$ cat src/hw/rtl/lfwa_pkg.sv
// lfwa_pkg: shared widths, arithmetic constants and inter-module structs
// for the lowest free worker allocator; no dependencies
`default_nettype none

package lfwa_pkg;

    // field widths of the request and result items
    localparam int JOB_W       = 16;
    localparam int START_W     = 12;
    localparam int DUR_W       = 11;
    localparam int END_W       = 13;
    localparam int WID_W       = 4;
    localparam int NEED_W      = 5;
    localparam int IN_TDATA_W  = 40;
    localparam int OUT_TDATA_W = 32;

    // shared multiplier operand widths
    localparam int MUL_A_W = 13;
    localparam int MUL_B_W = 13;
    localparam int MUL_P_W = MUL_A_W + MUL_B_W;

    // hhmm conversion constants; divides done as reciprocal multiply and shift
    localparam logic [MUL_B_W-1:0] RECIP_100 = 13'd5243; // 2^19 / 100, rounded up
    localparam int                 SHIFT_100 = 19;
    localparam logic [MUL_B_W-1:0] RECIP_60  = 13'd4370; // 2^18 / 60, rounded up
    localparam int                 SHIFT_60  = 18;
    localparam logic [MUL_B_W-1:0] MIN_PER_H = 13'd60;
    localparam logic [MUL_B_W-1:0] HHMM_H    = 13'd100;

    // quotient widths after the shifts
    localparam int HOUR_W = 7; // hours incl. carry, at most 75
    localparam int CARRY_W = 6; // carried hours, at most 35
    localparam int MIN_W  = 12; // minutes before the carry, at most 2146

    // request from the allocator control to the end-time unit
    typedef struct packed {
        logic               go;
        logic [START_W-1:0] start_hhmm;
        logic [DUR_W-1:0]   duration_min;
    } t_calc_req;

    // status back from the end-time unit
    typedef struct packed {
        logic             done;
        logic [END_W-1:0] end_hhmm;
    } t_calc_rsp;

endpackage : lfwa_pkg

`default_nettype wire

$ cat src/hw/rtl/lfwa_ram.sv
// lfwa_ram: generic single write port, single read port ram with registered read
// no dependencies
`default_nettype none

module lfwa_ram #(
    parameter int WIDTH = 13,
    parameter int DEPTH = 16
) (
    input  wire logic                                   i_clk,
    input  wire logic                                   i_we,
    input  wire logic [((DEPTH > 1) ? $clog2(DEPTH) : 1)-1:0] i_waddr,
    input  wire logic [WIDTH-1:0]                       i_wdata,
    input  wire logic [((DEPTH > 1) ? $clog2(DEPTH) : 1)-1:0] i_raddr,
    output logic      [WIDTH-1:0]                       o_rdata
);

    logic [WIDTH-1:0] r_mem [DEPTH];
    logic [WIDTH-1:0] r_rdata;

    // write port and registered read port
    always_ff @(posedge i_clk) begin
        if (i_we) begin
            r_mem[i_waddr] <= i_wdata;
        end
        r_rdata <= r_mem[i_raddr];
    end

    assign o_rdata = r_rdata;

endmodule : lfwa_ram

`default_nettype wire

$ cat src/hw/rtl/lfwa_endcalc.sv
// lfwa_endcalc: hhmm end-time unit, one shared multiplier stepped by a small sequencer
// depends on lfwa_pkg
`default_nettype none

module lfwa_endcalc (
    input  wire logic               i_clk,
    input  wire logic               i_rst_n,
    input  wire lfwa_pkg::t_calc_req i_req,
    output lfwa_pkg::t_calc_rsp      o_rsp
);
    import lfwa_pkg::*;

    typedef enum logic [8:0] {
        C_IDLE   = 9'b000000001,
        C_DIV100 = 9'b000000010,
        C_HMUL   = 9'b000000100,
        C_MSUM   = 9'b000001000,
        C_DIV60  = 9'b000010000,
        C_QMUL   = 9'b000100000,
        C_CARRY  = 9'b001000000,
        C_HHMM   = 9'b010000000,
        C_FINISH = 9'b100000000
    } t_calc_state;

    t_calc_state r_state, n_state;

    logic [START_W-1:0] r_start;
    logic [DUR_W-1:0]   r_dur;
    logic [MUL_P_W-1:0] r_prod;
    logic [HOUR_W-1:0]  r_hour;
    logic [CARRY_W-1:0] r_carry;
    logic [MIN_W-1:0]   r_min;
    logic [END_W-1:0]   r_end;
    logic               r_done;

    logic [MUL_A_W-1:0] mul_a;
    logic [MUL_B_W-1:0] mul_b;
    logic [HOUR_W-1:0]  hour_q;
    logic [CARRY_W-1:0] carry_q;
    logic [END_W-1:0]   min_sum;

    // quotients taken straight off the registered product
    assign hour_q  = r_prod[SHIFT_100 +: HOUR_W];
    assign carry_q = r_prod[SHIFT_60 +: CARRY_W];

    // start minus whole hours plus duration, in end-time width
    assign min_sum = END_W'(r_start) + END_W'(r_dur) - r_prod[END_W-1:0];

    // operand select for the shared multiplier
    always_comb begin
        mul_a = '0;
        mul_b = '0;
        unique case (r_state)
            C_DIV100: begin
                mul_a = MUL_A_W'(r_start);
                mul_b = RECIP_100;
            end
            C_HMUL: begin
                mul_a = MUL_A_W'(hour_q);
                mul_b = HHMM_H;
            end
            C_DIV60: begin
                mul_a = MUL_A_W'(r_min);
                mul_b = RECIP_60;
            end
            C_QMUL: begin
                mul_a = MUL_A_W'(carry_q);
                mul_b = MIN_PER_H;
            end
            C_HHMM: begin
                mul_a = MUL_A_W'(r_hour);
                mul_b = HHMM_H;
            end
            default: begin
                mul_a = '0;
                mul_b = '0;
            end
        endcase
    end

    // step sequence
    always_comb begin
        n_state = r_state;
        unique case (r_state)
            C_IDLE:   n_state = i_req.go ? C_DIV100 : C_IDLE;
            C_DIV100: n_state = C_HMUL;
            C_HMUL:   n_state = C_MSUM;
            C_MSUM:   n_state = C_DIV60;
            C_DIV60:  n_state = C_QMUL;
            C_QMUL:   n_state = C_CARRY;
            C_CARRY:  n_state = C_HHMM;
            C_HHMM:   n_state = C_FINISH;
            C_FINISH: n_state = C_IDLE;
            default:  n_state = C_IDLE;
        endcase
    end

    // control registers
    always_ff @(posedge i_clk) begin
        if (!i_rst_n) begin
            r_state <= C_IDLE;
            r_done  <= 1'b0;
        end else begin
            r_state <= n_state;
            if (i_req.go) begin
                r_done <= 1'b0;
            end else if (r_state == C_FINISH) begin
                r_done <= 1'b1;
            end
        end
    end

    // datapath registers
    always_ff @(posedge i_clk) begin
        r_prod <= MUL_P_W'(mul_a) * MUL_P_W'(mul_b);
        unique case (r_state)
            C_IDLE: begin
                if (i_req.go) begin
                    r_start <= i_req.start_hhmm;
                    r_dur   <= i_req.duration_min;
                end
            end
            C_HMUL:  r_hour  <= hour_q;
            C_MSUM:  r_min   <= min_sum[MIN_W-1:0];
            C_QMUL:  r_carry <= carry_q;
            C_CARRY: begin
                r_min  <= r_min - r_prod[MIN_W-1:0];
                r_hour <= r_hour + HOUR_W'(r_carry);
            end
            C_FINISH: r_end <= r_prod[END_W-1:0] + END_W'(r_min);
            default: begin
            end
        endcase
    end

    assign o_rsp.done     = r_done;
    assign o_rsp.end_hhmm = r_end;

endmodule : lfwa_endcalc

`default_nettype wire

$ cat src/hw/rtl/lowest_free_worker_allocator.sv
// lowest_free_worker_allocator: top level, worker scan, busy flags and result register
// depends on lfwa_pkg, lfwa_ram and lfwa_endcalc
`default_nettype none

// Usage
// Requests enter on the s_axis group: tdata carries job_id, start_hhmm (hours*100 +
// minutes) and duration_min. Each request gives exactly one result on m_axis:
// tdata carries job_tag, worker_id and workers_needed, tuser carries no_worker.
// The block takes one request at a time. A request walks the end-time RAM one
// worker per cycle through its single read port and one compare, releasing every
// busy worker whose end time is at or before the start and picking the lowest
// free one; the end time is built meanwhile by the shared-multiplier unit in
// eight steps. A result is loaded once both the scan and the end time are done
// and the result register is free, and the next request is accepted in the cycle
// after the result is loaded, so no new request is taken before that.
// The result sits in an output register; a stalled receiver holds it there and
// the next request is still accepted, but its result waits until the register
// is taken. If no worker is free no_worker is set and no state changes.
// Synchronous active-low reset frees every worker and clears the peak count;
// the end-time RAM needs no clearing since an entry is used only while busy.
module lowest_free_worker_allocator #(
    parameter int WORKERS = 16
) (
    input  wire logic                               i_clk,
    input  wire logic                               i_rst_n,
    input  wire logic                               s_axis_tvalid,
    output logic                                    s_axis_tready,
    // job_id[15:0], start_hhmm[27:16], duration_min[38:28], zero pad
    input  wire logic [lfwa_pkg::IN_TDATA_W-1:0]    s_axis_tdata,
    output logic                                    m_axis_tvalid,
    input  wire logic                               m_axis_tready,
    // job_tag[15:0], worker_id[19:16], workers_needed[24:20], zero pad
    output logic      [lfwa_pkg::OUT_TDATA_W-1:0]   m_axis_tdata,
    // no_worker[0]
    output logic      [0:0]                         m_axis_tuser
);
    import lfwa_pkg::*;

    localparam int IW = (WORKERS > 1) ? $clog2(WORKERS) : 1;
    localparam int CW = $clog2(WORKERS + 1);
    localparam int PW = $clog2(WORKERS + 1);

    typedef enum logic [2:0] {
        S_IDLE = 3'b001,
        S_SCAN = 3'b010,
        S_DONE = 3'b100
    } t_state;

    t_state r_state, n_state;

    logic [WORKERS-1:0] r_busy;
    logic [PW-1:0]      r_peak;
    logic [CW-1:0]      r_cnt;
    logic               r_rd_vld;
    logic [IW-1:0]      r_rd_idx;
    logic               r_found;
    logic [IW-1:0]      r_pick;
    logic [JOB_W-1:0]   r_tag;
    logic [START_W-1:0] r_start;

    logic               r_out_valid;
    logic [JOB_W-1:0]   r_out_tag;
    logic [WID_W-1:0]   r_out_wid;
    logic [NEED_W-1:0]  r_out_need;
    logic               r_out_nw;

    logic               in_acc;
    logic               out_free;
    logic               scan_end;
    logic               is_free;
    logic [END_W-1:0]   rd_end;
    logic [PW-1:0]      pick_inc;
    logic [PW-1:0]      n_peak;
    logic [PW+NEED_W-1:0] peak_ext;
    logic [IW+WID_W-1:0]  pick_ext;
    t_calc_req          calc_req;
    t_calc_rsp          calc_rsp;

    assign in_acc   = s_axis_tvalid && s_axis_tready;
    assign out_free = !r_out_valid || m_axis_tready;
    assign scan_end = (r_cnt == CW'(WORKERS)) && !r_rd_vld;

    // end-time unit
    assign calc_req.go           = in_acc;
    assign calc_req.start_hhmm   = s_axis_tdata[JOB_W +: START_W];
    assign calc_req.duration_min = s_axis_tdata[JOB_W + START_W +: DUR_W];

    lfwa_endcalc u_endcalc (
        .i_clk   (i_clk),
        .i_rst_n (i_rst_n),
        .i_req   (calc_req),
        .o_rsp   (calc_rsp)
    );

    // end times per worker
    lfwa_ram #(
        .WIDTH (END_W),
        .DEPTH (WORKERS)
    ) u_end_ram (
        .i_clk   (i_clk),
        .i_we    ((r_state == S_DONE) && out_free && r_found),
        .i_waddr (r_pick),
        .i_wdata (calc_rsp.end_hhmm),
        .i_raddr (r_cnt[IW-1:0]),
        .o_rdata (rd_end)
    );

    // release test for the entry coming out of the ram
    assign is_free = !r_busy[r_rd_idx] || (rd_end <= END_W'(r_start));

    // peak update for the picked worker
    assign pick_inc = PW'(r_pick) + PW'(1);
    assign n_peak   = (r_found && (pick_inc > r_peak)) ? pick_inc : r_peak;
    assign peak_ext = {{NEED_W{1'b0}}, n_peak};
    assign pick_ext = {{WID_W{1'b0}}, r_pick};

    // request sequencer
    always_comb begin
        n_state = r_state;
        unique case (r_state)
            S_IDLE: n_state = in_acc ? S_SCAN : S_IDLE;
            S_SCAN: n_state = (scan_end && calc_rsp.done) ? S_DONE : S_SCAN;
            S_DONE: n_state = out_free ? S_IDLE : S_DONE;
            default: n_state = S_IDLE;
        endcase
    end

    assign s_axis_tready = (r_state == S_IDLE);

    // control state
    always_ff @(posedge i_clk) begin
        if (!i_rst_n) begin
            r_state     <= S_IDLE;
            r_busy      <= '0;
            r_peak      <= '0;
            r_cnt       <= '0;
            r_rd_vld    <= 1'b0;
            r_found     <= 1'b0;
            r_out_valid <= 1'b0;
        end else begin
            r_state <= n_state;
            // result register loads a new result or is emptied by the receiver
            if ((r_state == S_DONE) && out_free) begin
                r_out_valid <= 1'b1;
            end else if (m_axis_tready) begin
                r_out_valid <= 1'b0;
            end
            unique case (r_state)
                S_IDLE: begin
                    r_cnt    <= '0;
                    r_rd_vld <= 1'b0;
                    r_found  <= 1'b0;
                end
                S_SCAN: begin
                    // issue one read a cycle, compare it the cycle after
                    r_rd_vld <= (r_cnt != CW'(WORKERS));
                    if (r_cnt != CW'(WORKERS)) begin
                        r_cnt <= r_cnt + CW'(1);
                    end
                    if (r_rd_vld && is_free) begin
                        r_busy[r_rd_idx] <= 1'b0;
                        if (!r_found) begin
                            r_found <= 1'b1;
                        end
                    end
                end
                S_DONE: begin
                    if (out_free) begin
                        r_peak <= n_peak;
                        if (r_found) begin
                            r_busy[r_pick] <= 1'b1;
                        end
                    end
                end
                default: begin
                end
            endcase
        end
    end

    // payload registers
    always_ff @(posedge i_clk) begin
        if (in_acc) begin
            r_tag   <= s_axis_tdata[JOB_W-1:0];
            r_start <= s_axis_tdata[JOB_W +: START_W];
        end
        r_rd_idx <= r_cnt[IW-1:0];
        if ((r_state == S_SCAN) && r_rd_vld && is_free && !r_found) begin
            r_pick <= r_rd_idx;
        end
        if ((r_state == S_DONE) && out_free) begin
            r_out_tag  <= r_tag;
            r_out_wid  <= r_found ? pick_ext[WID_W-1:0] : '0;
            r_out_need <= peak_ext[NEED_W-1:0];
            r_out_nw   <= !r_found;
        end
    end

    // result channel
    assign m_axis_tvalid = r_out_valid;
    assign m_axis_tdata  = {{(OUT_TDATA_W - JOB_W - WID_W - NEED_W){1'b0}},
                            r_out_need, r_out_wid, r_out_tag};
    assign m_axis_tuser  = r_out_nw;

`ifndef SYNTHESIS
    // a dropped job means every worker was used at some point
    a_full_peak: assert property (@(posedge i_clk) disable iff (!i_rst_n)
        (r_out_valid && r_out_nw) |-> (r_peak == PW'(WORKERS)))
        else $error("no_worker reported below full peak");

    // no worker at or above the peak can be busy
    a_busy_below_peak: assert property (@(posedge i_clk) disable iff (!i_rst_n)
        ((r_busy >> r_peak) == '0))
        else $error("busy worker above peak count");

    // the picked worker was released or free during the scan
    a_pick_free: assert property (@(posedge i_clk) disable iff (!i_rst_n)
        ((r_state == S_DONE) && r_found) |-> !r_busy[r_pick])
        else $error("picked worker still busy");
`endif

endmodule : lowest_free_worker_allocator

`default_nettype wire

$ cat config.mk
export PLATFORM = sky130hd
export DESIGN_NAME = lowest_free_worker_allocator
export DESIGN_NICKNAME = d
export VERILOG_FILES = /design/src/hw/rtl/lfwa_pkg.sv /design/src/hw/rtl/lfwa_ram.sv /design/src/hw/rtl/lfwa_endcalc.sv /design/src/hw/rtl/lowest_free_worker_allocator.sv
export SDC_FILE = /design/constraint.sdc
export NUM_CORES = 1
export LEC_CHECK = 0
export BUFFER_PORTS_ARGS = -buffer_cell sky130_fd_sc_hd__buf_4
export CAP_MARGIN = 20
export CORE_ASPECT_RATIO = 1.2
export CORE_MARGIN = 4
export CORE_UTILIZATION = 57
export CTS_CLUSTER_SIZE = 30
export DETAILED_ROUTE_END_ITERATION = 10
export MAX_ROUTING_LAYER = met4
export PLACE_DENSITY_LB_ADDON = 0.05
export RECOVER_POWER = 25
export SLEW_MARGIN = 20
export SYNTH_ARGS = -nofsm -noshare
export SYNTH_HDL_FRONTEND = slang
export SYNTH_SLANG_ARGS = --single-unit
$ cat constraint.sdc
create_clock -name i_clk -period 6.4 [get_ports i_clk]
set_input_delay 0.96 -clock i_clk [delete_from_list [all_inputs] [get_ports i_clk]]
set_output_delay 0.96 -clock i_clk [all_outputs]
set_load 0.01 [all_outputs]
==> metrics.txt, run 1 <==
# TYPE chip_impl_metric gauge
chip_impl_metric{name="post_route_cells_drive_above_1_share",unit=""} 0.155
chip_impl_metric{name="number_of_enable_flip_flop_cells_after_synthesis",unit=""} 327
chip_impl_metric{name="slew_headroom",unit=""} -0.240
chip_impl_info{name="hold_class",value="flop to flop"} 1
chip_impl_info{name="outcome",value="complete, but fails checks"} 1
chip_impl_info{name="cts_tree",value="built"} 1
chip_impl_info{name="critical_path.startpoint",value="u_endcalc.r_state[8]$_SDFF_PN0_"} 1
chip_impl_info{name="worstSetupEndpoint",value="u_endcalc.r_prod[23]$_DFF_P_"} 1
chip_impl_metric{name="timing.final.setup_violations",unit=""} 0
chip_impl_metric{name="dr.first_iter.drc_count",unit=""} 862
chip_impl_metric{name="fp-row-count",unit=""} 77
chip_impl_metric{name="power.ir.vdd_worst",unit="V"} 0.000190
chip_impl_info{name="clk_root_buffer_cell",value="clkbuf_16"} 1
chip_impl_metric{name="crit_required",unit="ps"} 6830
chip_impl_metric{name="synthDominantCellAreaShare",unit=""} 0.462
chip_impl_metric{name="initial_utilization",unit=""} 0.577
chip_impl_info{name="reg2reg_from",value="u_endcalc.r_state[8]$_SDFF_PN0_"} 1
chip_impl_metric{name="slew_viol_final",unit=""} 48
chip_impl_metric{name="cp_data_arrival_time",unit="ps"} 6620
chip_impl_metric{name="place_hpwl",unit="um"} 33500
chip_impl_metric{name="coreArea",unit="sq um"} 36800
chip_impl_info{name="rsz_0062_raised_after_global_routing",value="true"} 1
chip_impl_metric{name="period_needed",unit="ps"} 6190
chip_impl_metric{name="grt_first_pass_wirelength",unit="um"} 72100
chip_impl_metric{name="post-route-drc-count",unit=""} 0
chip_impl_metric{name="layout.cell_area.non_filler",unit="sq um"} 23800
chip_impl_metric{name="synth.distinct_cells",unit=""} 71
chip_impl_metric{name="final_critical_path_setup_slack",unit="ps"} 208
chip_impl_metric{name="area_delta_synth_final",unit="%"} 12.0
chip_impl_metric{name="clock_tree.buffer_depth",unit=""} 3
chip_impl_metric{name="pwr_density_cell",unit="nW/um^2"} 239
chip_impl_metric{name="clkTransAtPathRegs",unit="ps"} 60
chip_impl_metric{name="chipWidth",unit="um"} 184
chip_impl_metric{name="place_ws",unit="ps"} 83.4
chip_impl_metric{name="dpl-instance-area",unit="sq um"} 22500
chip_impl_metric{name="insertedDiodeCount",unit=""} 0
chip_impl_metric{name="detail_route.first_pass.iterations",unit=""} 5
chip_impl_metric{name="grt_start_max_net_pins",unit=""} 57
chip_impl_metric{name="boundaryPins",unit=""} 79
chip_impl_metric{name="drt_wl_total",unit="um"} 46200
chip_impl_metric{name="synthArstFlopShare",unit=""} 0
chip_impl_metric{name="drt-vias-per-instance",unit=""} 5.60
chip_impl_info{name="primary_ff_master_synth",value="edfxtp_1"} 1
chip_impl_metric{name="critPathMaxFanout",unit=""} 7
chip_impl_metric{name="globalRoute.totalOverflow",unit=""} 0
chip_impl_info{name="synth_top_area_cell",value="edfxtp_1"} 1
chip_impl_metric{name="antenna_found_initial",unit=""} 0
chip_impl_metric{name="synth.cell_area",unit="sq um"} 21200
chip_impl_info{name="crit_type",value="flop to flop"} 1
chip_impl_metric{name="postRouteAntennaNets",unit=""} 0
chip_impl_metric{name="nFillCells",unit=""} 2812
chip_impl_metric{name="place.gp.congestion",unit=""} 0.956
chip_impl_metric{name="register_to_register_path_setup_slack",unit="ps"} 210
chip_impl_metric{name="clock-skew-final",unit="ps"} 19.9
chip_impl_metric{name="insertion_delay",unit="ps"} 540
chip_impl_info{name="critical_path.endpoint_type",value="flop"} 1
chip_impl_metric{name="drt-wirelength-per-cell",unit="um"} 20.9
chip_impl_metric{name="cts_buffers",unit=""} 41
chip_impl_metric{name="fmax",unit="GHz"} 0.161
chip_impl_info{name="failing_checks",value="capacitance limit, slew limit"} 1
chip_impl_info{name="startpoint_type",value="flop"} 1
chip_impl_metric{name="report.final.hold_viol_count",unit=""} 0
chip_impl_metric{name="groute.usage.overall",unit=""} 0.243
chip_impl_metric{name="power_leakage",unit="nW"} 9.70
chip_impl_metric{name="r2r.worst_path.cells",unit=""} 21
chip_impl_metric{name="setup-tns-final",unit="ps"} 0
chip_impl_metric{name="synth_warnings",unit=""} 0
chip_impl_metric{name="synth.ff_latch_count",unit=""} 406
chip_impl_metric{name="clkSinkCount",unit=""} 406
chip_impl_metric{name="dr_total_vias",unit=""} 12339
chip_impl_metric{name="layout.nets",unit=""} 1978
chip_impl_metric{name="htreeDepth",unit=""} 2
chip_impl_info{name="yosys-top-cells-area",value="edfxtp_1 (46%), ha_1 (8.5%), fa_1 (8.5%)"} 1
chip_impl_metric{name="timing.max_cap.violations",unit=""} 2
chip_impl_metric{name="grt_pass1_vias",unit=""} 13048
chip_impl_metric{name="timing_worst_slew_pin_value",unit="ps"} 1860
chip_impl_metric{name="io_buffers",unit=""} 70
chip_impl_metric{name="postSynthAreaPerCell",unit="sq um"} 13.4
chip_impl_info{name="reg2reg_to",value="u_endcalc.r_prod[23]$_DFF_P_"} 1
chip_impl_metric{name="synth-seq-area-share",unit=""} 0.537
chip_impl_metric{name="die_area",unit="sq um"} 40400
chip_impl_metric{name="netlist_instances",unit=""} 1582
chip_impl_metric{name="timing.final.crit_share",unit=""} 0.968
chip_impl_metric{name="fp.dieH",unit="um"} 219
through the flow:
| step | total power, mW | util | hold WS (ps) | instances |
|---|---|---|---|---|
| 2_1_floorplan | 3.32 | - | 329 | 1592 |
| 3_3_place_gp | 3.46 | 0.611 | 401 | 2127 |
| 6_report | 5.69 | 0.646 | 417 | 2204 |
| 4_1_cts | 5.75 | 0.646 | 419 | 2201 |
| 5_1_grt | 5.94 | 0.646 | 422 | 2204 |
| 3_5_place_dp | 3.47 | 0.611 | 405 | 2127 |
report_power, final:
| part | internal, mW | switching, mW | total (mW) |
|---|---|---|---|
| Combinational | 0.215 | 0.282 | 0.497 |
| Sequential | 2.88 | 0.0299 | 2.91 |
| Clock | 1.29 | 0.987 | 2.28 |
kinds of logic (layout without fill, tap and decap cells):
family,count (synthesis),after routing,synth area share
flops,406,406,0.537
buf+inv,312,450,0.0572
simple gates,311,311,0.0756
fa+ha+maj,235,235,0.170
compound gates,186,186,0.0596
mux,78,78,0.0786
xor+xnor,52,52,0.0214
other cells,2,12,0.000354
synth_stat cells, drive strengths merged, types with 3 or more instances:
cell type / instances
a211oi: 7
a21o: 15
a21oi: 34
a221oi: 4
a22o: 10
a22oi: 3
a31oi: 10
and2: 32
and3: 14
buf: 18
clkbuf: 32
dfxtp: 79
edfxtp: 327
fa: 90
ha: 145
inv: 262
mux2i: 7
mux4: 70
nand2: 63
nand2b: 16
nand3: 11
nand3b: 3
nand4: 4
nor2: 85
nor2b: 13
nor3: 21
nor3b: 6
nor4: 16
nor4b: 3
o21a: 11
o21ai: 48
o21bai: 6
o221a: 12
o22ai: 3
o311ai: 3
o31ai: 4
or2: 9
or3: 3
or3b: 3
or4: 3
xnor2: 29
xor2: 23
worst min path at each step:
stage	startpoint	cells past startpoint	to	slack, ps
2_1_floorplan	r_cnt[2]$_SDFFE_PN0P_	0	r_rd_idx[2]$_DFF_P_	330
3_3_place_gp	r_tag[14]$_DFFE_PP_	0	r_out_tag[14]$_DFFE_PP_	400
3_5_place_dp	r_tag[12]$_DFFE_PP_	0	r_out_tag[12]$_DFFE_PP_	400
4_1_cts	r_tag[7]$_DFFE_PP_	0	r_out_tag[7]$_DFFE_PP_	420
5_1_grt	r_tag[11]$_DFFE_PP_	0	r_out_tag[11]$_DFFE_PP_	420
6_report	r_tag[7]$_DFFE_PP_	0	r_out_tag[7]$_DFFE_PP_	420
layout by cell type, fill, tap and decap left out, types with 4 or more instances in the layout:
| cell type | n |
|---|---|
| and2_1 | 32 |
| xor2_1 | 23 |
| conb_1 | 12 |
| ha_1 | 145 |
| nand4_1 | 4 |
| inv_1 | 262 |
| nor3b_2 | 4 |
| a22o_1 | 10 |
| buf_4 | 73 |
| clkinvlp_4 | 4 |
| edfxtp_1 | 327 |
| o21a_1 | 11 |
| nand2b_1 | 16 |
| nand2_1 | 63 |
| nor2b_1 | 13 |
| a21o_1 | 15 |
| nor4_1 | 14 |
| clkinv_2 | 8 |
| clkbuf_1 | 24 |
| clkbuf_4 | 27 |
| o21ai_0 | 46 |
| o21bai_1 | 6 |
| mux4_2 | 67 |
| or2_2 | 8 |
| a211oi_1 | 7 |
| nor2_1 | 83 |
| nand3_1 | 11 |
| o31ai_1 | 4 |
| a31oi_1 | 10 |
| o221a_1 | 8 |
| clkbuf_16 | 41 |
| and3_1 | 14 |
| o221a_2 | 4 |
| xnor2_1 | 29 |
| nor3_1 | 19 |
| mux2i_1 | 7 |
| a21oi_1 | 32 |
| fa_1 | 90 |
| dfxtp_1 | 78 |
flip-flops by register name, indices dropped and copies added (netlist names), 5 cells and up:
name               flops
r_busy                16
r_cnt                  5
r_out_need             5
r_out_tag             16
r_peak                 5
r_start               12
r_tag                 16
u_end_ram.o_rdata     13
u_end_ram.r_mem      208
u_endcalc.r_carry      6
u_endcalc.r_dur       11
u_endcalc.r_end       13
u_endcalc.r_hour       7
u_endcalc.r_min       12
u_endcalc.r_prod      20
u_endcalc.r_start     12
u_endcalc.r_state      9
what timing repair did:
item	4_1_cts	5_1_grt
setup endpoints to repair	0	7
resized for setup	0	14
hold buffers	0	0
setup buffers	0	2
hold endpoints to repair	0	0
area by class of cell:
cell class                      count  area [sq um]  area share
Inverter                          262           983      0.0413
Timing Repair Buffer              114           805      0.0338
Clock buffer                       54          1090      0.0460
Multi-Input combinational cell    874          8740       0.367
Sequential cell                   406         11400       0.480
Tap cell                          474           593      0.0249
Clock inverter                     20           168     0.00705
per-layer routing:
metal,track usage,vias up,share of wire
met5,-,-,0
met4,0.102,0,0.050
met3,0.0338,111,0.039
met2,0.432,251,0.53
met1,0.276,6157,0.38
li1,-,5820,-
critical path, cell delays in order, from the launching register on:
cell and delay, ps:
dfxtp_1 340, or4_1 500, nor2_1 150, and4b_2 320
buf_4 170, and2_1 190, nor2_1 80, fa_1 540
inv_1 50, fa_1 470, fa_1 540, fa_1 570
inv_1 60, fa_1 540, inv_1 40, ha_1 310
a21o_1 190, a221oi_2 280, a32oi_1 180, a21o_1 240
a21o_1 170, xor2_1 130
(Power assumes the default switching activity.)
==> run 2, diff against run 1 <==
- SETUP_SLACK_MARGIN: not set -> 0.4
==> metrics.txt, run 2 (synthesis results as in run 1) <==
# TYPE chip_impl_metric gauge
chip_impl_info{name="outcome",value="complete, but fails checks"} 1
chip_impl_info{name="failing_checks",value="capacitance limit, slew limit"} 1
chip_impl_metric{name="place.gp.congestion",unit=""} 1.02
chip_impl_metric{name="layout.nets",unit=""} 2004
chip_impl_metric{name="cp_data_arrival_time",unit="ps"} 6420
chip_impl_metric{name="slew_headroom",unit=""} -0.133
chip_impl_metric{name="area_delta_synth_final",unit="%"} 15.3
chip_impl_metric{name="slew_viol_final",unit=""} 19
chip_impl_info{name="reg2reg_from",value="u_endcalc.r_state[1]$_SDFF_PN0_"} 1
chip_impl_metric{name="clock_power_share",unit=""} 0.418
chip_impl_metric{name="antenna_found_initial",unit=""} 0
chip_impl_metric{name="power.ir.vdd_worst",unit="V"} 0.000194
chip_impl_info{name="reg2reg_to",value="u_endcalc.r_prod[23]$_DFF_P_"} 1
chip_impl_info{name="final_common_cell",value="edfxtp_1"} 1
chip_impl_info{name="layout_common_cells",value="edfxtp_1 (327), inv_1 (259), ha_1 (136), buf_4 (89), fa_1 (86)"} 1
chip_impl_metric{name="timing.final.crit_share",unit=""} 0.935
chip_impl_metric{name="insertion_delay",unit="ps"} 550
chip_impl_metric{name="drt-vias-per-instance",unit=""} 5.65
chip_impl_metric{name="period_needed",unit="ps"} 5990
chip_impl_metric{name="boundaryPins",unit=""} 79
chip_impl_metric{name="footprint_of_the_multi_input_gates",unit="sq um"} 9030
chip_impl_metric{name="initial_utilization",unit=""} 0.577
chip_impl_metric{name="register_cell_area_after_layout",unit="sq um"} 11400
chip_impl_metric{name="critPathMaxFanout",unit=""} 5
chip_impl_metric{name="timing.max_cap.violations",unit=""} 1
chip_impl_metric{name="nFillCells",unit=""} 2734
chip_impl_metric{name="clkTransAtPathRegs",unit="ps"} 60
chip_impl_info{name="crit_path_top_delay_cell",value="fa_2"} 1
chip_impl_metric{name="insertedDiodeCount",unit=""} 0
chip_impl_info{name="crit_type",value="flop to flop"} 1
chip_impl_metric{name="clock_tree.buffer_depth",unit=""} 3
chip_impl_info{name="largest_registers",value="u_end_ram.r_mem x208, u_endcalc.r_prod x20"} 1
chip_impl_metric{name="report.final.hold_viol_count",unit=""} 0
chip_impl_metric{name="share_seq_of_total_power",unit=""} 0.492
chip_impl_info{name="critical_path.endpoint_type",value="flop"} 1
chip_impl_info{name="startpoint_type",value="flop"} 1
chip_impl_metric{name="grt_first_pass_wirelength",unit="um"} 72700
chip_impl_metric{name="postCtsHoldBufs",unit=""} 0
chip_impl_metric{name="coreArea",unit="sq um"} 36800
chip_impl_info{name="cts_tree",value="built"} 1
chip_impl_metric{name="dr.first_iter.drc_count",unit=""} 823
chip_impl_info{name="worstSetupEndpoint",value="u_endcalc.r_prod[23]$_DFF_P_"} 1
chip_impl_metric{name="cts_buffers",unit=""} 42
chip_impl_metric{name="postRouteAntennaNets",unit=""} 0
chip_impl_metric{name="r2r.worst_path.cells",unit=""} 21
chip_impl_metric{name="clkSinkCount",unit=""} 406
chip_impl_metric{name="power_leakage",unit="nW"} 9.91
chip_impl_metric{name="fmax",unit="GHz"} 0.167
chip_impl_metric{name="finalCoreUtilization",unit=""} 0.665
chip_impl_info{name="rsz_0062_raised_after_global_routing",value="true"} 1
chip_impl_metric{name="post-route-drc-count",unit=""} 0
chip_impl_metric{name="dr_total_vias",unit=""} 12606
chip_impl_info{name="critical_path.startpoint",value="u_endcalc.r_state[1]$_SDFF_PN0_"} 1
chip_impl_metric{name="globalRoute.totalOverflow",unit=""} 0
chip_impl_metric{name="register_to_register_path_setup_slack",unit="ps"} 410
chip_impl_metric{name="fp-row-count",unit=""} 77
chip_impl_metric{name="clock-skew-final",unit="ps"} 16.3
chip_impl_metric{name="crit_required",unit="ps"} 6830
chip_impl_metric{name="largest_reg_flops",unit=""} 208
chip_impl_metric{name="p_int",unit="mW"} 4.55
chip_impl_metric{name="pwr_density_cell",unit="nW/um^2"} 242
chip_impl_metric{name="groute.usage.overall",unit=""} 0.245
chip_impl_metric{name="io_buffers",unit=""} 70
chip_impl_metric{name="place_hpwl",unit="um"} 33300
chip_impl_info{name="critical_path.most_common_cell",value="fa_1"} 1
chip_impl_metric{name="grt_start_max_net_pins",unit=""} 57
chip_impl_metric{name="drt-wirelength-per-cell",unit="um"} 21.1
chip_impl_info{name="regMostFlops",value="u_end_ram.r_mem"} 1
chip_impl_metric{name="power.share.combinational",unit=""} 0.090
chip_impl_metric{name="fin_total_pwr",unit="mW"} 5.92
chip_impl_metric{name="detail_route.first_pass.iterations",unit=""} 7
chip_impl_info{name="hold_class",value="flop to flop"} 1
chip_impl_metric{name="fp.dieH",unit="um"} 219
chip_impl_metric{name="htreeDepth",unit=""} 2
chip_impl_metric{name="netSwitchingPower",unit="mW"} 1.36
chip_impl_metric{name="die_area",unit="sq um"} 40400
chip_impl_metric{name="grt_pass1_vias",unit=""} 12838
chip_impl_info{name="critical_path_cell_sequence",value="or4_4 > nor2_4 > and4b_2 > clkbuf_16 > buf_6 > and2_4 > or2_4 > fa_1 > fa_2 > fa_1 > fa_1 > inv_1 > fa_1 > inv_2 > ha_4 > a21o_1 > a221oi_4 > a32oi_2 > a21o_1 > a21o_1 > xor2_1"} 1
chip_impl_metric{name="chipWidth",unit="um"} 184
chip_impl_metric{name="timing_worst_slew_pin_value",unit="ps"} 1700
chip_impl_metric{name="timing.final.setup_violations",unit=""} 0
chip_impl_metric{name="post_route_cells_drive_above_1_share",unit=""} 0.201
chip_impl_metric{name="whs",unit="ps"} 418
chip_impl_info{name="clk_root_buffer_cell",value="clkbuf_16"} 1
chip_impl_metric{name="longest_individual_stage_delay_on_the_worst_path",unit="ps"} 620
chip_impl_metric{name="netSwitchingFraction",unit=""} 0.230
chip_impl_metric{name="drt_wl_total",unit="um"} 47200
==> run 2: critical path, delay by kind of cell, from the launching register on <==
kind / cells / cell delay, ps
XOR/XNOR: 1 / 130
adder cells (fa/ha/maj): 6 / 2790
AND/OR/NAND/NOR: 5 / 1180
buffers and inverters: 4 / 380
flip-flops: 1 / 320
AO/OA/AOI/OAI: 5 / 1050
==> run 2: layer usage <==
layer,share of wire,global-route usage
met5,0,-
met3,0.042,0.0275
met2,0.51,0.415
met1,0.39,0.300
met4,0.049,0.105
==> run 2: power groups by stage <==
stage	logic, mW	registers, mW	clock network, mW
global placement	0.501	2.97	0
floorplan	0.366	2.96	0
global route	0.598	2.91	2.64
finish	0.531	2.91	2.47
detailed placement	0.509	2.97	0
CTS	0.522	2.91	2.52
==> run 2: how the worst min path moves through the flow <==
stage / cells past startpoint / start / end / slack (ps)
3_5_place_dp: 0 / r_tag[13]$_DFFE_PP_ / r_out_tag[13]$_DFFE_PP_ / 410
5_1_grt: 0 / r_tag[8]$_DFFE_PP_ / r_out_tag[8]$_DFFE_PP_ / 420
4_1_cts: 0 / r_tag[8]$_DFFE_PP_ / r_out_tag[8]$_DFFE_PP_ / 420
3_3_place_gp: 0 / r_tag[8]$_DFFE_PP_ / r_out_tag[8]$_DFFE_PP_ / 400
6_report: 0 / r_tag[13]$_DFFE_PP_ / r_out_tag[13]$_DFFE_PP_ / 420
2_1_floorplan: 0 / r_cnt[2]$_SDFFE_PN0P_ / r_rd_idx[2]$_DFF_P_ / 330
==> run 2: what timing repair did <==
| action | CTS | global route |
|---|---|---|
| gates cloned | 0 | 1 |
| pin swaps | 18 | 49 |
| hold endpoints to repair | 0 | 0 |
| resized for setup | 36 | 49 |
| buffers inserted | 7 | 10 |
| setup endpoints to repair | 7 | 7 |
==> run 2: cell type report <==
cell class                      instances  area share
Timing Repair Buffer                  139      0.0428
Multi-Input combinational cell        874       0.369
Clock inverter                         25      0.0116
Tap cell                              474      0.0242
Clock buffer                           53      0.0463
Inverter                              262      0.0402
Sequential cell                       406       0.466
==> run 2: per-stage QoR <==
stage	setup TNS, ps	cell area, sq um	worst slack [ps]	cells
finish	0	24500	413	2233
global route	0	24500	254	2233
CTS	0	24200	402	2222
detailed placement	-136	22600	-136	2137
global placement	-51.4	22600	-51.4	2136
floorplan	0	21300	421	1592
==> run 3, diff against run 2 <==
- CORE_ASPECT_RATIO: 1.2 -> 2
==> metrics.txt, run 3 (synthesis results as in run 1) <==
# TYPE chip_impl_metric gauge
chip_impl_metric{name="slew_viol_final",unit=""} 0
chip_impl_metric{name="clock_tree.buffer_depth",unit=""} 3
chip_impl_info{name="startpoint_type",value="flop"} 1
chip_impl_metric{name="dr.first_iter.drc_count",unit=""} 759
chip_impl_metric{name="boundaryPins",unit=""} 79
chip_impl_metric{name="slew_headroom",unit=""} 0.0799
chip_impl_metric{name="share_seq_of_total_power",unit=""} 0.514
chip_impl_metric{name="post-route-drc-count",unit=""} 0
chip_impl_metric{name="chipWidth",unit="um"} 144
chip_impl_info{name="final_common_cell",value="edfxtp_1"} 1
chip_impl_metric{name="pwr_density_cell",unit="nW/um^2"} 230
chip_impl_metric{name="report.final.hold_viol_count",unit=""} 0
chip_impl_info{name="outcome",value="complete, no violations"} 1
chip_impl_metric{name="htreeDepth",unit=""} 2
chip_impl_metric{name="globalRoute.totalOverflow",unit=""} 0
chip_impl_metric{name="r2r.worst_path.cells",unit=""} 24
chip_impl_metric{name="area_delta_synth_final",unit="%"} 15.7
chip_impl_info{name="crit_type",value="flop to flop"} 1
chip_impl_metric{name="timing.final.crit_share",unit=""} 0.929
chip_impl_metric{name="fin_total_pwr",unit="mW"} 5.66
chip_impl_info{name="cts_tree",value="built"} 1
chip_impl_info{name="regMostFlops",value="u_end_ram.r_mem"} 1
chip_impl_metric{name="clock-skew-final",unit="ps"} 12.1
chip_impl_metric{name="power.share.combinational",unit=""} 0.097
chip_impl_metric{name="cts_buffers",unit=""} 37
chip_impl_metric{name="postRouteAntennaNets",unit=""} 0
chip_impl_metric{name="post_route_cells_drive_above_1_share",unit=""} 0.226
chip_impl_metric{name="io_buffers",unit=""} 70
chip_impl_metric{name="layout.cell_area.non_filler",unit="sq um"} 24600
chip_impl_info{name="critical_path.endpoint_type",value="flop"} 1
chip_impl_metric{name="place.detailed.instances",unit=""} 2137
chip_impl_metric{name="antenna_found_initial",unit=""} 0
chip_impl_metric{name="postCtsHoldBufs",unit=""} 0
chip_impl_metric{name="finalNonFillerCells",unit=""} 2229
chip_impl_metric{name="groute.usage.overall",unit=""} 0.265
chip_impl_metric{name="cp_data_arrival_time",unit="ps"} 6420
chip_impl_metric{name="fmax",unit="GHz"} 0.168
chip_impl_metric{name="clock_power_share",unit=""} 0.389
chip_impl_metric{name="place.gp.congestion",unit=""} 0.959
chip_impl_metric{name="layout.nets",unit=""} 2025
chip_impl_info{name="worstSetupEndpoint",value="u_endcalc.r_prod[23]$_DFF_P_"} 1
chip_impl_metric{name="die_area",unit="sq um"} 40600
chip_impl_metric{name="dpl-instance-area",unit="sq um"} 22700
chip_impl_metric{name="timing.max_cap.violations",unit=""} 0
chip_impl_metric{name="grt_start_max_net_pins",unit=""} 57
chip_impl_metric{name="fp.dieH",unit="um"} 281
chip_impl_metric{name="clkSinkCount",unit=""} 406
chip_impl_metric{name="drt-wirelength-per-cell",unit="um"} 22.8
chip_impl_metric{name="drt_wl_total",unit="um"} 50800
chip_impl_metric{name="netSwitchingFraction",unit=""} 0.234
chip_impl_info{name="clk_root_buffer_cell",value="clkbuf_16"} 1
chip_impl_metric{name="dr_total_vias",unit=""} 12838
chip_impl_metric{name="clkTransAtPathRegs",unit="ps"} 70
chip_impl_metric{name="drt-vias-per-instance",unit=""} 5.76
chip_impl_metric{name="initial_utilization",unit=""} 0.579
chip_impl_metric{name="timing.hold.worst_path_depth",unit=""} 0
chip_impl_metric{name="crit_required",unit="ps"} 6870
chip_impl_metric{name="timing.final.setup_violations",unit=""} 0
chip_impl_metric{name="p_int",unit="mW"} 4.34
chip_impl_info{name="hold_class",value="flop to flop"} 1
chip_impl_info{name="layout_common_cells",value="edfxtp_1 (327), inv_1 (251), ha_1 (133), buf_4 (116), fa_1 (85)"} 1
chip_impl_info{name="critical_path.startpoint",value="u_endcalc.r_state[1]$_SDFF_PN0_"} 1
chip_impl_metric{name="netSwitchingPower",unit="mW"} 1.33
chip_impl_metric{name="largest_reg_flops",unit=""} 208
chip_impl_metric{name="grt_pass1_vias",unit=""} 13802
chip_impl_metric{name="fp-row-count",unit=""} 99
chip_impl_metric{name="period_needed",unit="ps"} 5950
chip_impl_info{name="reg2reg_to",value="u_endcalc.r_prod[23]$_DFF_P_"} 1
chip_impl_metric{name="register_to_register_path_setup_slack",unit="ps"} 450
chip_impl_metric{name="critPathMaxFanout",unit=""} 5
chip_impl_metric{name="insertedDiodeCount",unit=""} 0
chip_impl_info{name="reg2reg_from",value="u_endcalc.r_state[1]$_SDFF_PN0_"} 1
chip_impl_metric{name="insertion_delay",unit="ps"} 540
chip_impl_metric{name="coreArea",unit="sq um"} 36700
chip_impl_metric{name="timing_worst_slew_pin_value",unit="ps"} 1380
chip_impl_metric{name="detail_route.first_pass.iterations",unit=""} 5
chip_impl_metric{name="setup-tns-final",unit="ps"} 0
chip_impl_info{name="rsz_0062_raised_after_global_routing",value="true"} 1
chip_impl_metric{name="grt_first_pass_wirelength",unit="um"} 77700
chip_impl_metric{name="place_hpwl",unit="um"} 36700
chip_impl_metric{name="power.ir.vdd_worst",unit="V"} 0.000240
chip_impl_metric{name="finalCoreUtilization",unit=""} 0.670
chip_impl_info{name="largest_registers",value="u_end_ram.r_mem x208, u_endcalc.r_prod x20"} 1
chip_impl_metric{name="power_leakage",unit="nW"} 9.99
==> run 3: routing by layer <==
metal | track usage | wire (um) | vias up
met2 | 0.489 | 28800 | 303
met4 | 0.138 | 3670 | 0
met5 | - | 0 | -
met3 | 0.0233 | 1460 | 157
met1 | 0.274 | 16800 | 6472
li1 | - | - | 5906
==> run 3: worst min path at each step <==
stage	startpoint	end
4_1_cts	r_tag[15]$_DFFE_PP_	r_out_tag[15]$_DFFE_PP_
3_5_place_dp	r_tag[14]$_DFFE_PP_	r_out_tag[14]$_DFFE_PP_
2_1_floorplan	r_cnt[2]$_SDFFE_PN0P_	r_rd_idx[2]$_DFF_P_
6_report	r_tag[15]$_DFFE_PP_	r_out_tag[15]$_DFFE_PP_
5_1_grt	r_tag[8]$_DFFE_PP_	r_out_tag[8]$_DFFE_PP_
3_3_place_gp	r_tag[9]$_DFFE_PP_	r_out_tag[9]$_DFFE_PP_
==> run 3: timing repair <==
item                       CTS  global route
setup endpoints to repair    7             8
gates cloned                 0             2
buffers inserted             6            16
pin swaps                   10            73
resized for setup           28            93
==> run 3: stage by stage <==
step	worst slack, ps	hold WS (ps)
2_1_floorplan	421	329
3_3_place_gp	165	400
3_5_place_dp	146	405
4_1_cts	400	421
5_1_grt	206	426
6_report	452	418
==> run 3: power groups by stage <==
stage	combinational, mW	sequential (mW)	clock (mW)
finish	0.551	2.91	2.20
global route	0.617	2.91	2.35
CTS	0.532	2.91	2.24
detailed placement	0.519	2.97	0
global placement	0.507	2.97	0
floorplan	0.366	2.96	0
==> run 3: final cells by class <==
cell class	instances	area, sq um
Fill cell	2740	12100
Clock inverter	21	181
Multi-Input combinational cell	874	9150
Tap cell	454	568
Inverter	262	983
Sequential cell	406	11400
Clock buffer	47	1000
Timing Repair Buffer	165	1270
==> run 3: worst max-delay path, stage by stage, from the launching register on <==
cell	delay, ps
dfxtp_2	330
or4_4	540
nor2_4	100
and4b_2	300
buf_12	130
clkbuf_16	150
and2_4	150
or2_4	120
inv_2	40
fa_2	370
fa_1	500
inv_2	40
fa_1	500
fa_1	550
inv_1	60
fa_1	500
inv_2	50
ha_4	260
and3_4	210
buf_6	90
nand4_1	160
a32oi_1	280
a21o_1	200
a21o_1	140
xor2_1	140
